==> config.mk <==
export PLATFORM = sky130hd
export DESIGN_NAME = lfsr42_bias
export DESIGN_NICKNAME = d
export VERILOG_FILES = /design/src/hdl/lfsr42_pkg.sv /design/src/hdl/lfsr42_bias.sv
export SDC_FILE = /design/constraint.sdc
export NUM_CORES = 1
export LEC_CHECK = 0
export BUFFER_PORTS_ARGS = -buffer_cell sky130_fd_sc_hd__buf_2
export CAP_MARGIN = 20
export CORE_MARGIN = 2
export CORE_UTILIZATION = 42
export DETAILED_ROUTE_END_ITERATION = 10
export PLACE_DENSITY = 0.85
export SLEW_MARGIN = 20
export SYNTH_ARGS = -nofsm -noshare
export SYNTH_HDL_FRONTEND = slang
export SYNTH_SLANG_ARGS = --single-unit
==> constraint.sdc <==
create_clock -name clock -period 2.9 [get_ports clock]
set_input_delay 0.29 -clock clock [delete_from_list [all_inputs] [get_ports clock]]
set_output_delay 0.29 -clock clock [all_outputs]
set_load 0.02 [all_outputs]
==> src/hdl/lfsr42_pkg.sv <==
`timescale 1ns / 1ps
// ----------------------------------------------------------------------------
// lfsr42_pkg
// Shared types and constants for the 42-bit LFSR jump-ahead pipeline,
// including the elaboration-time column tables of the jump matrices.
// ----------------------------------------------------------------------------
package lfsr42_pkg;

   localparam int LFSR_BITS = 42;

   typedef logic [LFSR_BITS-1:0] vec_type;
   typedef logic [LFSR_BITS-1:0][LFSR_BITS-1:0] mat_type;
   typedef logic [LFSR_BITS-1:0][LFSR_BITS-1:0][LFSR_BITS-1:0] mat_set_type;

   // fixed offset added to every requested count
   localparam vec_type JUMP_BIAS = vec_type'(41);
   // state the register starts from before the jump
   localparam vec_type START_STATE = vec_type'(1);
   // feedback taps below x^42
   localparam vec_type TAP_MASK = 42'h0A8_E6F0_4EF;

   // control and data travelling down the pipeline
   typedef struct packed {
      logic    vld;
      vec_type ex;
      vec_type vec;
   } stage_type;

   // one register step: multiply by x modulo the feedback polynomial
   function automatic vec_type lfsr_advance(vec_type v);
      vec_type r;
      r = {v[LFSR_BITS-2:0], 1'b0};
      if (v[LFSR_BITS-1]) begin
         r = r ^ TAP_MASK;
      end
      return r;
   endfunction

   // product of two residues, used only to build constant tables
   function automatic vec_type poly_mul(vec_type a, vec_type b);
      vec_type acc;
      acc = '0;
      for (int i = LFSR_BITS - 1; i >= 0; i--) begin
         acc = lfsr_advance(acc);
         if (b[i]) begin
            acc = acc ^ a;
         end
      end
      return acc;
   endfunction

   // column j of stage k is x^(2^k + j) mod P
   function automatic mat_set_type build_cols();
      mat_set_type m;
      vec_type     base;
      vec_type     col;
      m    = '0;
      base = vec_type'(2);
      for (int k = 0; k < LFSR_BITS; k++) begin
         col = base;
         for (int j = 0; j < LFSR_BITS; j++) begin
            m[k][j] = col;
            col     = lfsr_advance(col);
         end
         base = poly_mul(base, base);
      end
      return m;
   endfunction

   localparam mat_set_type JUMP_COLS = build_cols();

endpackage

==> src/hdl/lfsr42_bias.sv <==
`timescale 1ns / 1ps
// ----------------------------------------------------------------------------
// lfsr42_bias
// Entry stage: registers the biased jump exponent and seeds the state.
// ----------------------------------------------------------------------------
module lfsr42_bias (
   input  logic                 clock,
   input  logic                 reset,
   input  logic                 take,
   input  lfsr42_pkg::vec_type  jump_count,
   output lfsr42_pkg::stage_type stage_out
);

   logic                vld_ff;
   logic                vld_in;
   lfsr42_pkg::vec_type ex_ff;
   lfsr42_pkg::vec_type ex_in;

   // exponent wraps modulo 2^42
   always_comb begin
      vld_in = take;
      ex_in  = jump_count + lfsr42_pkg::JUMP_BIAS;
   end

   // valid bit
   always_ff @(posedge clock) begin
      if (reset) begin
         vld_ff <= 1'b0;
      end else begin
         vld_ff <= vld_in;
      end
   end

   // payload
   always_ff @(posedge clock) begin
      ex_ff <= ex_in;
   end

   assign stage_out.vld = vld_ff;
   assign stage_out.ex  = ex_ff;
   assign stage_out.vec = lfsr42_pkg::START_STATE;

endmodule

==> run_results.csv, run 1 <==
group,metric,value,unit
die,fp.dieW,73.39,um
pwr,peakVddDrop,0.0003059,V
setup_path,cp-start-kind,"input pin",
layout,drive_gt1_frac,0.3333,
pwr,powerDensity,526.4,nW/um^2
place,dp_hpwl,3319,um
clock_network,clockBufferDepth,2,
pwr,seqPwrFrac,0.497,
place,port_buffers,87,
logic_synthesis,synth_edf_count,0,
setup_path,critical_path_class,"in -> reg",
route,firstDrtPassIters,4,
route,drtIter0Drc,30,
setup_path,cp_num_buf_inv,1,
route,vias,1575,
layout,n_fill_cell,440,
grt,use_met2,0.2412,
pwr,p_leak,0.001207,uW
logic_synthesis,synth_cell_types,30,
sta,setup_viol,0,
grt,first_global_vias,1348,
setup_path,path_cells,"buf_2, ha_1, a21oi_1, a211o_1, or4_4, or4_4, xnor2_2",
layout,layout.nets,351,
clock_network,htreeDepth,2,
clock_network,cts_tree,"done",
grt,busiest_layer,"met2",
logic_synthesis,synth_flop_cell,"dfxtp_1",
logic_synthesis,yosys.area.top_type,"dfxtp_1",
clock_network,root_buffer,"clkbuf_8",
logic_synthesis,ys_ff_latch,43,
layout,fin_util,0.5195,
setup_path,required,3.08,ns
die,core,4692,sq um
worst_hold_path,hold_start,"reset",
route,ant_nets,0,
setup_path,crit_family,"simple AND/OR/NAND/NOR gates",
route,vias_per_cell,4.375,
route,wl_per_cell,10.97,um
pwr,power,1283,uW
sta,holdWs,0.1535,ns
logic_synthesis,synth-async-reset-ratio,0,
route,routed_wl,3949,um
worst_hold_path,hp-class,"in -> reg",
clock_network,cts_resized,0,
grt,antenna_found_initial,0,
logic_synthesis,postSynthCellCount,216,
pwr,p_int,923.1,uW
logic_synthesis,netlist_area,2022,sq um
setup_path,critPathMaxStageDelay,0.50,ns
setup_path,crit_fanout,7,
setup_path,crit_top_cell,"or4_4",
logic_synthesis,yosysSeqAreaShare,0.4257,
grt,grt_max_degree,13,
pwr,switching_share,0.2806,
route,drc,0,
grt,grt.overflow.total,0,
clock_network,clock_sinks,43,
run,cap_violations,0,
layout,diodes,0,
layout,final_cells,360,
sta,min_period,2.004,ns
setup_path,crit_arrival,2.18,ns
clock_network,cts_setup_buffers,0,
sta,max_freq,0.4991,GHz
place,place_congestion,0.8327,
logic_synthesis,yosys_warnings,0,
die,fp.dieArea,5385,sq um
sta,maxSlewHeadroom,0.6656,
pwr,pwr-share-comb,0.189,
clock_network,cts_hold_buf,0,
grt,grt_first_pass_wirelength,5782,um
layout,syn2layout_area_growth,20.54,%
logic_synthesis,synth.avg_cell_area,9.361,sq um
grt,use_met1,0.1512,
die,io_pins,130,
clock_network,clk_pin_slew,0.07,ns
die,start_util,0.4309,
layout,seqCellArea,860.8,sq um
grt,gr-usage-met3,0.07407,
pwr,clock_power_share,0.314,
setup_path,cp-end-kind,"flop",
die,row_count,25,
layout,multi_input_area,932.1,sq um
sta,hold_viol,0,
setup_path,crit_slowest_cell,"or4_4",
logic_synthesis,synth_top_area_share,0.4257,
pwr,switchingPower,360.0,uW
layout,final_cell_mix,"buf_2 (87), dfxtp_1 (43), conb_1 (42)",
sta,maxSlewViolCount,0,
die,die_h,73.39,um
grt,grt_usage,0.1412,
logic_synthesis,synth_area_leaders,"dfxtp_1 (43%), buf_4 (16%), xnor2_1 (11%), xor2_1 (6.1%), nand2_1 (2.8%)",
layout,layout_commonest_cell,"buf_2",
place,dpl.cell_count,352,
sta,finalSetupTns,0,ns
sta,rsz0062_at_grt,"no",
setup_path,cp-startpoint,"jump_count[0]",
sta,min_period_over_period,0.6910,
sta,worst_pin_slew,0.5005,ns
run_status,status,"finished clean",
clock_network,numCtsBuffers,5,
-- metal layers --
| metal | part of all wire | up-vias | routed length [um] |
|---|---|---|---|
| li1 | - | 786 | - |
| met1 | 0.39 | 681 | 1536 |
| met2 | 0.47 | 104 | 1863 |
| met3 | 0.13 | 4 | 512 |
| met4 | 0.0094 | 0 | 37 |
| met5 | 0 | - | 0 |
-- cell type report --
cell class              count  share of cell area
multi-input cells         157              0.3824
flip-flops and latches     43              0.3532
repair buffers             87              0.1786
clock buffers               8             0.04107
well taps                  54             0.02772
inverters                  11             0.01694
-- power groups by stage --
stage | Combinational, uW | Clock [uW] | Sequential (uW)
2_1_floorplan | 140 | 0 | 703
3_3_place_gp | 238 | 0 | 651
3_5_place_dp | 242 | 0 | 652
4_1_cts | 243 | 415 | 638
5_1_grt | 262 | 447 | 641
6_report | 243 | 403 | 637
-- flip-flops by register name, indices dropped and copies added, names as in the netlist --
name and flops:
ex_ff 42, vld_ff 1
-- Yosys cell counts (3+ instances only) --
| cell | count |
|---|---|
| a21oi_1 | 3 |
| and3_1 | 3 |
| buf_4 | 43 |
| dfxtp_1 | 43 |
| inv_1 | 11 |
| nand2_1 | 15 |
| nand3_1 | 7 |
| nand4_1 | 8 |
| nor2_1 | 13 |
| nor3_1 | 7 |
| xnor2_1 | 25 |
| xor2_1 | 14 |
-- cells by family (layout without fill, tap and decap cells) --
| logic type | after synthesis | in the layout | share of synthesized area |
|---|---|---|---|
| AOI/OAI and AO/OA | 5 | 5 | 0.01423 |
| xor gates and xnor gates | 40 | 40 | 0.1770 |
| buffers and inverters | 56 | 106 | 0.1875 |
| DFF | 43 | 43 | 0.4257 |
| adders and majority gates | 1 | 1 | 0.006187 |
| and+or+nand+nor | 69 | 69 | 0.1856 |
| other | 2 | 42 | 0.003714 |
-- stage by stage --
step / instance area (sq um) / setup slack, ns
after floorplan: 2172 / 0.7571
after global placement: 2337 / 0.6406
after detailed placement: 2337 / 0.5971
after CTS: 2437 / 0.8966
after global routing: 2437 / 0.8642
final: 2437 / 0.8962
-- worst paths after layout --
| path | slack [ns] | to | cells past startpoint |
|---|---|---|---|
| max | 0.90 | ex_ff[34]$_DFF_P_ | 7 |
| min | 0.15 | vld_ff$_SDFF_PP0_ | 2 |
Power figures use the tool's default switching activity.
==> run 2: changes to the inputs <==
Settings changed: CORE_UTILIZATION 42 to 38, PLACE_DENSITY 0.85 to 0.81.
Clock period 2.9 ns to 1.7 ns, I/O delays scaled along.
==> run_results.csv, run 2 (synthesis results as in run 1) <==
group,metric,value,unit
pwr,clock_power_share,0.289,
sta,min_period,1.602,ns
clock_network,clockBufferDepth,2,
route,vias,1733,
layout,largest_registers,"ex_ff: 42 flops, vld_ff: 1 flops",
clock_network,cts_tree,"done",
place,post-place-ws,-0.2149,ns
pwr,power,2205,uW
pwr,switching_share,0.2863,
layout,diodes,0,
clock_network,cts_setup_buffers,0,
grt,grt.overflow.total,0,
pwr,p_int,1574,uW
pwr,pwr-share-comb,0.217,
grt,antenna_found_initial,0,
sta,min_period_over_period,0.9424,
layout,largest_reg_flops,42,
layout,n_fill_cell,489,
place,port_buffers,87,
grt,first_global_vias,1579,
sta,final.setup.worst_slack,0.09788,ns
route,wl_per_cell,10.51,um
sta,holdWs,0.03182,ns
sta,finalSetupTns,0,ns
route,firstDrtPassIters,4,
layout,final_cell_mix,"buf_2 (87), dfxtp_1 (43), conb_1 (42)",
clock_network,clock_sinks,43,
setup_path,crit_arrival,1.83,ns
route,ant_nets,0,
setup_path,cp-end-kind,"flop",
sta,rsz0062_at_grt,"no",
grt,grt_usage,0.1437,
die,io_pins,130,
sta,setup_viol,0,
sta,maxSlewViolCount,0,
clock_network,cts_hold_buf,0,
die,core,5107,sq um
place,dp_hpwl,3746,um
setup_path,crit_fanout,5,
pwr,p_leak,0.001392,uW
clock_network,clk_pin_slew,0.08,ns
pwr,powerDensity,798.6,nW/um^2
place,dpl.cell_count,408,
place,place_congestion,0.7721,
setup_path,cp-start-kind,"input pin",
grt,grt_first_pass_wirelength,6630,um
route,routed_wl,4360,um
die,die_h,76.95,um
run,cap_violations,0,
clock_network,cts_resized,0,
layout,drive_gt1_frac,0.4174,
layout,syn2layout_area_growth,36.57,%
setup_path,required,1.92,ns
die,row_count,26,
layout,layout.nets,391,
setup_path,critical_path_class,"in -> reg",
pwr,peakVddDrop,0.0003461,V
grt,grt_max_degree,13,
layout,layout_commonest_cell,"buf_2",
die,fp.dieArea,5921,sq um
layout,final_cells,415,
worst_hold_path,hp-class,"in -> reg",
run_status,status,"finished clean",
route,drc,0,
die,start_util,0.3959,
pwr,seqPwrFrac,0.494,
sta,hold_viol,0,
die,fp.dieW,76.95,um
layout,largest-register,"ex_ff",
route,vias_per_cell,4.176,
route,drtIter0Drc,11,
clock_network,numCtsBuffers,5,
pwr,switchingPower,631.5,uW
clock_network,htreeDepth,2,
clock_network,root_buffer,"clkbuf_8",
sta,max_freq,0.6242,GHz
## run 2: power by group through the flow
stage / Combinational, uW / Sequential, uW / Clock [uW]
final: 479 / 1090 / 638
after global routing: 513 / 1090 / 703
after CTS: 480 / 1090 / 665
after detailed placement: 480 / 1110 / 0
after global placement: 470 / 1110 / 0
after floorplan: 241 / 1200 / 0
## run 2: worst paths after layout
kind | end | from | cells past startpoint | slack (ns)
worst max-delay path | ex_ff[26]$_DFF_P_ | jump_count[0] | 8 | 0.1
worst min-delay path | vld_ff$_SDFF_PP0_ | reset | 2 | 0.03
## run 2: stage by stage
stage	utilization	area, sq um
floorplan	-	2188
global placement	0.5235	2674
detailed placement	0.5235	2674
CTS	0.5407	2761
global route	0.5407	2761
finish	0.5407	2761
## run 2: final cells by class
cell class | count | area [sq um] | area share
Tap cell | 70 | 87.58 | 0.03172
Sequential cell | 43 | 860.8 | 0.3117
Timing Repair Buffer | 127 | 735.7 | 0.2664
Clock buffer | 6 | 82.58 | 0.02990
Inverter | 11 | 41.29 | 0.01495
Multi-Input combinational cell | 157 | 948.4 | 0.3435
Clock inverter | 1 | 5.005 | 0.001812
## run 2: per-layer routing
layer / global-route usage / vias up / share of wire
met1: 0.1420 / 760 / 0.38
met3: 0.04471 / 2 / 0.11
met5: 0 / - / 0
li1: - / 868 / -
met2: 0.2789 / 103 / 0.51
met4: 0.04909 / 0 / 0.0034
## run 2: critical path, cell delays in order
cell and delay (ns):
buf_2 0.12, ha_4 0.15, a21oi_2 0.06, a211o_1 0.28, buf_4 0.16, or4_2 0.59, nor2_1 0.15, xor2_1 0.14
==> run 3: changes to the inputs <==
Settings changed: CORE_UTILIZATION 38 to 45, PLACE_DENSITY 0.81 to 0.89.
Clock period 1.7 ns to 1.89 ns, I/O delays scaled along.
==> run_results.csv, run 3 (synthesis results as in run 1) <==
group,metric,value,unit
run_status,status,"finished clean",
grt,antenna_found_initial,0,
layout,final_cell_mix,"buf_2 (87), dfxtp_1 (43), conb_1 (42)",
layout,fin_util,0.5963,
clock_network,clock_sinks,43,
pwr,seqPwrFrac,0.513,
route,vias_per_cell,4.480,
place,place_area,2524,sq um
sta,max_freq,0.6123,GHz
pwr,switching_share,0.2902,
place,dpl.cell_count,373,
setup_path,critPathMaxStageDelay,0.54,ns
layout,final_cells,379,
sta,maxSlewViolCount,0,
layout,drive_gt1_frac,0.3823,
layout,layout.nets,374,
setup_path,crit_top_cell,"or4_4",
die,core,4354,sq um
pwr,powerDensity,735.5,nW/um^2
clock_network,cts_resized,0,
worst_hold_path,hold_end,"vld_ff$_SDFF_PP0_",
grt,grt_max_degree,12,
pwr,p_leak,0.001301,uW
setup_path,crit_arrival,1.81,ns
route,routed_wl,4207,um
sta,hold_viol,0,
layout,diodes,0,
clock_network,htreeDepth,2,
worst_hold_path,hold_start,"reset",
run,cap_violations,0,
clock_network,clk_pin_slew,0.07,ns
die,io_pins,130,
setup_path,cp-start-kind,"input pin",
worst_hold_path,worstHoldPathCells,2,
layout,syn2layout_area_growth,28.40,%
clock_network,cts_setup_buffers,0,
layout,n_fill_cell,407,
setup_path,required,2.06,ns
worst_hold_path,hp-class,"in -> reg",
setup_path,crit_slowest_cell,"or4_4",
die,die_h,71.03,um
die,fp.dieArea,5045,sq um
clock_network,cts_tree,"done",
setup_path,crit_fanout,4,
pwr,switchingPower,554.1,uW
clock_network,root_buffer,"clkbuf_8",
layout,design_area,2596,sq um
sta,min_period,1.633,ns
grt,grt.overflow.total,0,
layout,largest_registers,"ex_ff: 42 flops, vld_ff: 1 flops",
layout,largest_reg_flops,42,
grt,grt_first_pass_wirelength,6589,um
grt,first_global_vias,1572,
grt,grt_usage,0.1661,
layout,largest-register,"ex_ff",
route,firstDrtPassIters,4,
place,place_congestion,0.8629,
pwr,power,1910,uW
route,drtIter0Drc,33,
place,dp_hpwl,3588,um
sta,rsz0062_at_grt,"no",
die,fp.dieW,71.03,um
sta,setup_viol,0,
layout,layout_commonest_cell,"buf_2",
sta,min_period_over_period,0.8641,
clock_network,numCtsBuffers,5,
route,ant_nets,0,
route,drc,0,
pwr,clock_power_share,0.273,
clock_network,cts_hold_buf,0,
die,start_util,0.4644,
setup_path,critical_path_class,"in -> reg",
route,vias,1698,
pwr,p_int,1355,uW
place,port_buffers,87,
pwr,pwr-share-comb,0.214,
route,wl_per_cell,11.10,um
die,row_count,24,
clock_network,clockBufferDepth,2,
setup_path,cp-end-kind,"flop",
pwr,peakVddDrop,0.0002880,V
setup_path,path_cells,"buf_2, nand4_2, or2_4, or4_4, or4_4, xnor2_2",
[run 3: cell types whose count changed in the layout (fill, tap and decap cells not counted)]
cell / change
clkinv_2: -1
buf_4: -17
clkbuf_1: +1
clkbuf_8: -1
[run 3: how the worst max path moves through the flow]
stage	start	to	slack (ns)	depth (start not counted)
after global routing	jump_count[0]	ex_ff[22]$_DFF_P_	0.18	8
after detailed placement	jump_count[9]	ex_ff[34]$_DFF_P_	-0.05	6
after floorplan	jump_count[0]	ex_ff[34]$_DFF_P_	-0.03	7
after global placement	jump_count[9]	ex_ff[34]$_DFF_P_	-0.02	6
after CTS	jump_count[9]	ex_ff[34]$_DFF_P_	0.26	6
final	jump_count[9]	ex_ff[34]$_DFF_P_	0.26	6
[run 3: power groups by stage]
stage	Sequential (uW)	Clock [uW]	Combinational, uW
floorplan	1080	0	217
global placement	1000	0	399
detailed placement	1000	0	408
CTS	979	545	408
global route	984	573	439
finish	979	522	409
[run 3: cell type report]
class                      count  area (sq um)  area share
inverter                      11         41.29     0.01590
timing repair buffer         110         608.1      0.2342
multi-input combinational    157         948.4      0.3653
sequential                    43         860.8      0.3316
clock buffer                   6         72.57     0.02795
tap                           52         65.06     0.02506
[run 3: metrics by stage]
step	TNS [ns]	hold slack, ns	worst slack (ns)
floorplan	-0.02954	0.2455	-0.02954
global placement	-0.02179	0.3481	-0.02179
detailed placement	-0.08373	0.3477	-0.04798
CTS	0	0.04047	0.2589
global route	0	0.06180	0.1798
finish	0	0.05334	0.2569
[run 3: worst max-delay path: cells and delay by family]
kind	cells	cell delay, ns
buf+inv	1	0.12
xor+xnor	1	0.14
simple gates	4	1.35
[run 3: routing by layer]
layer	track usage	share of wire	up-vias
met4	0.05031	0.010	0
met1	0.1637	0.38	767
li1	-	-	833
met5	0	0	-
met2	0.3250	0.52	94
met3	0.05413	0.098	4
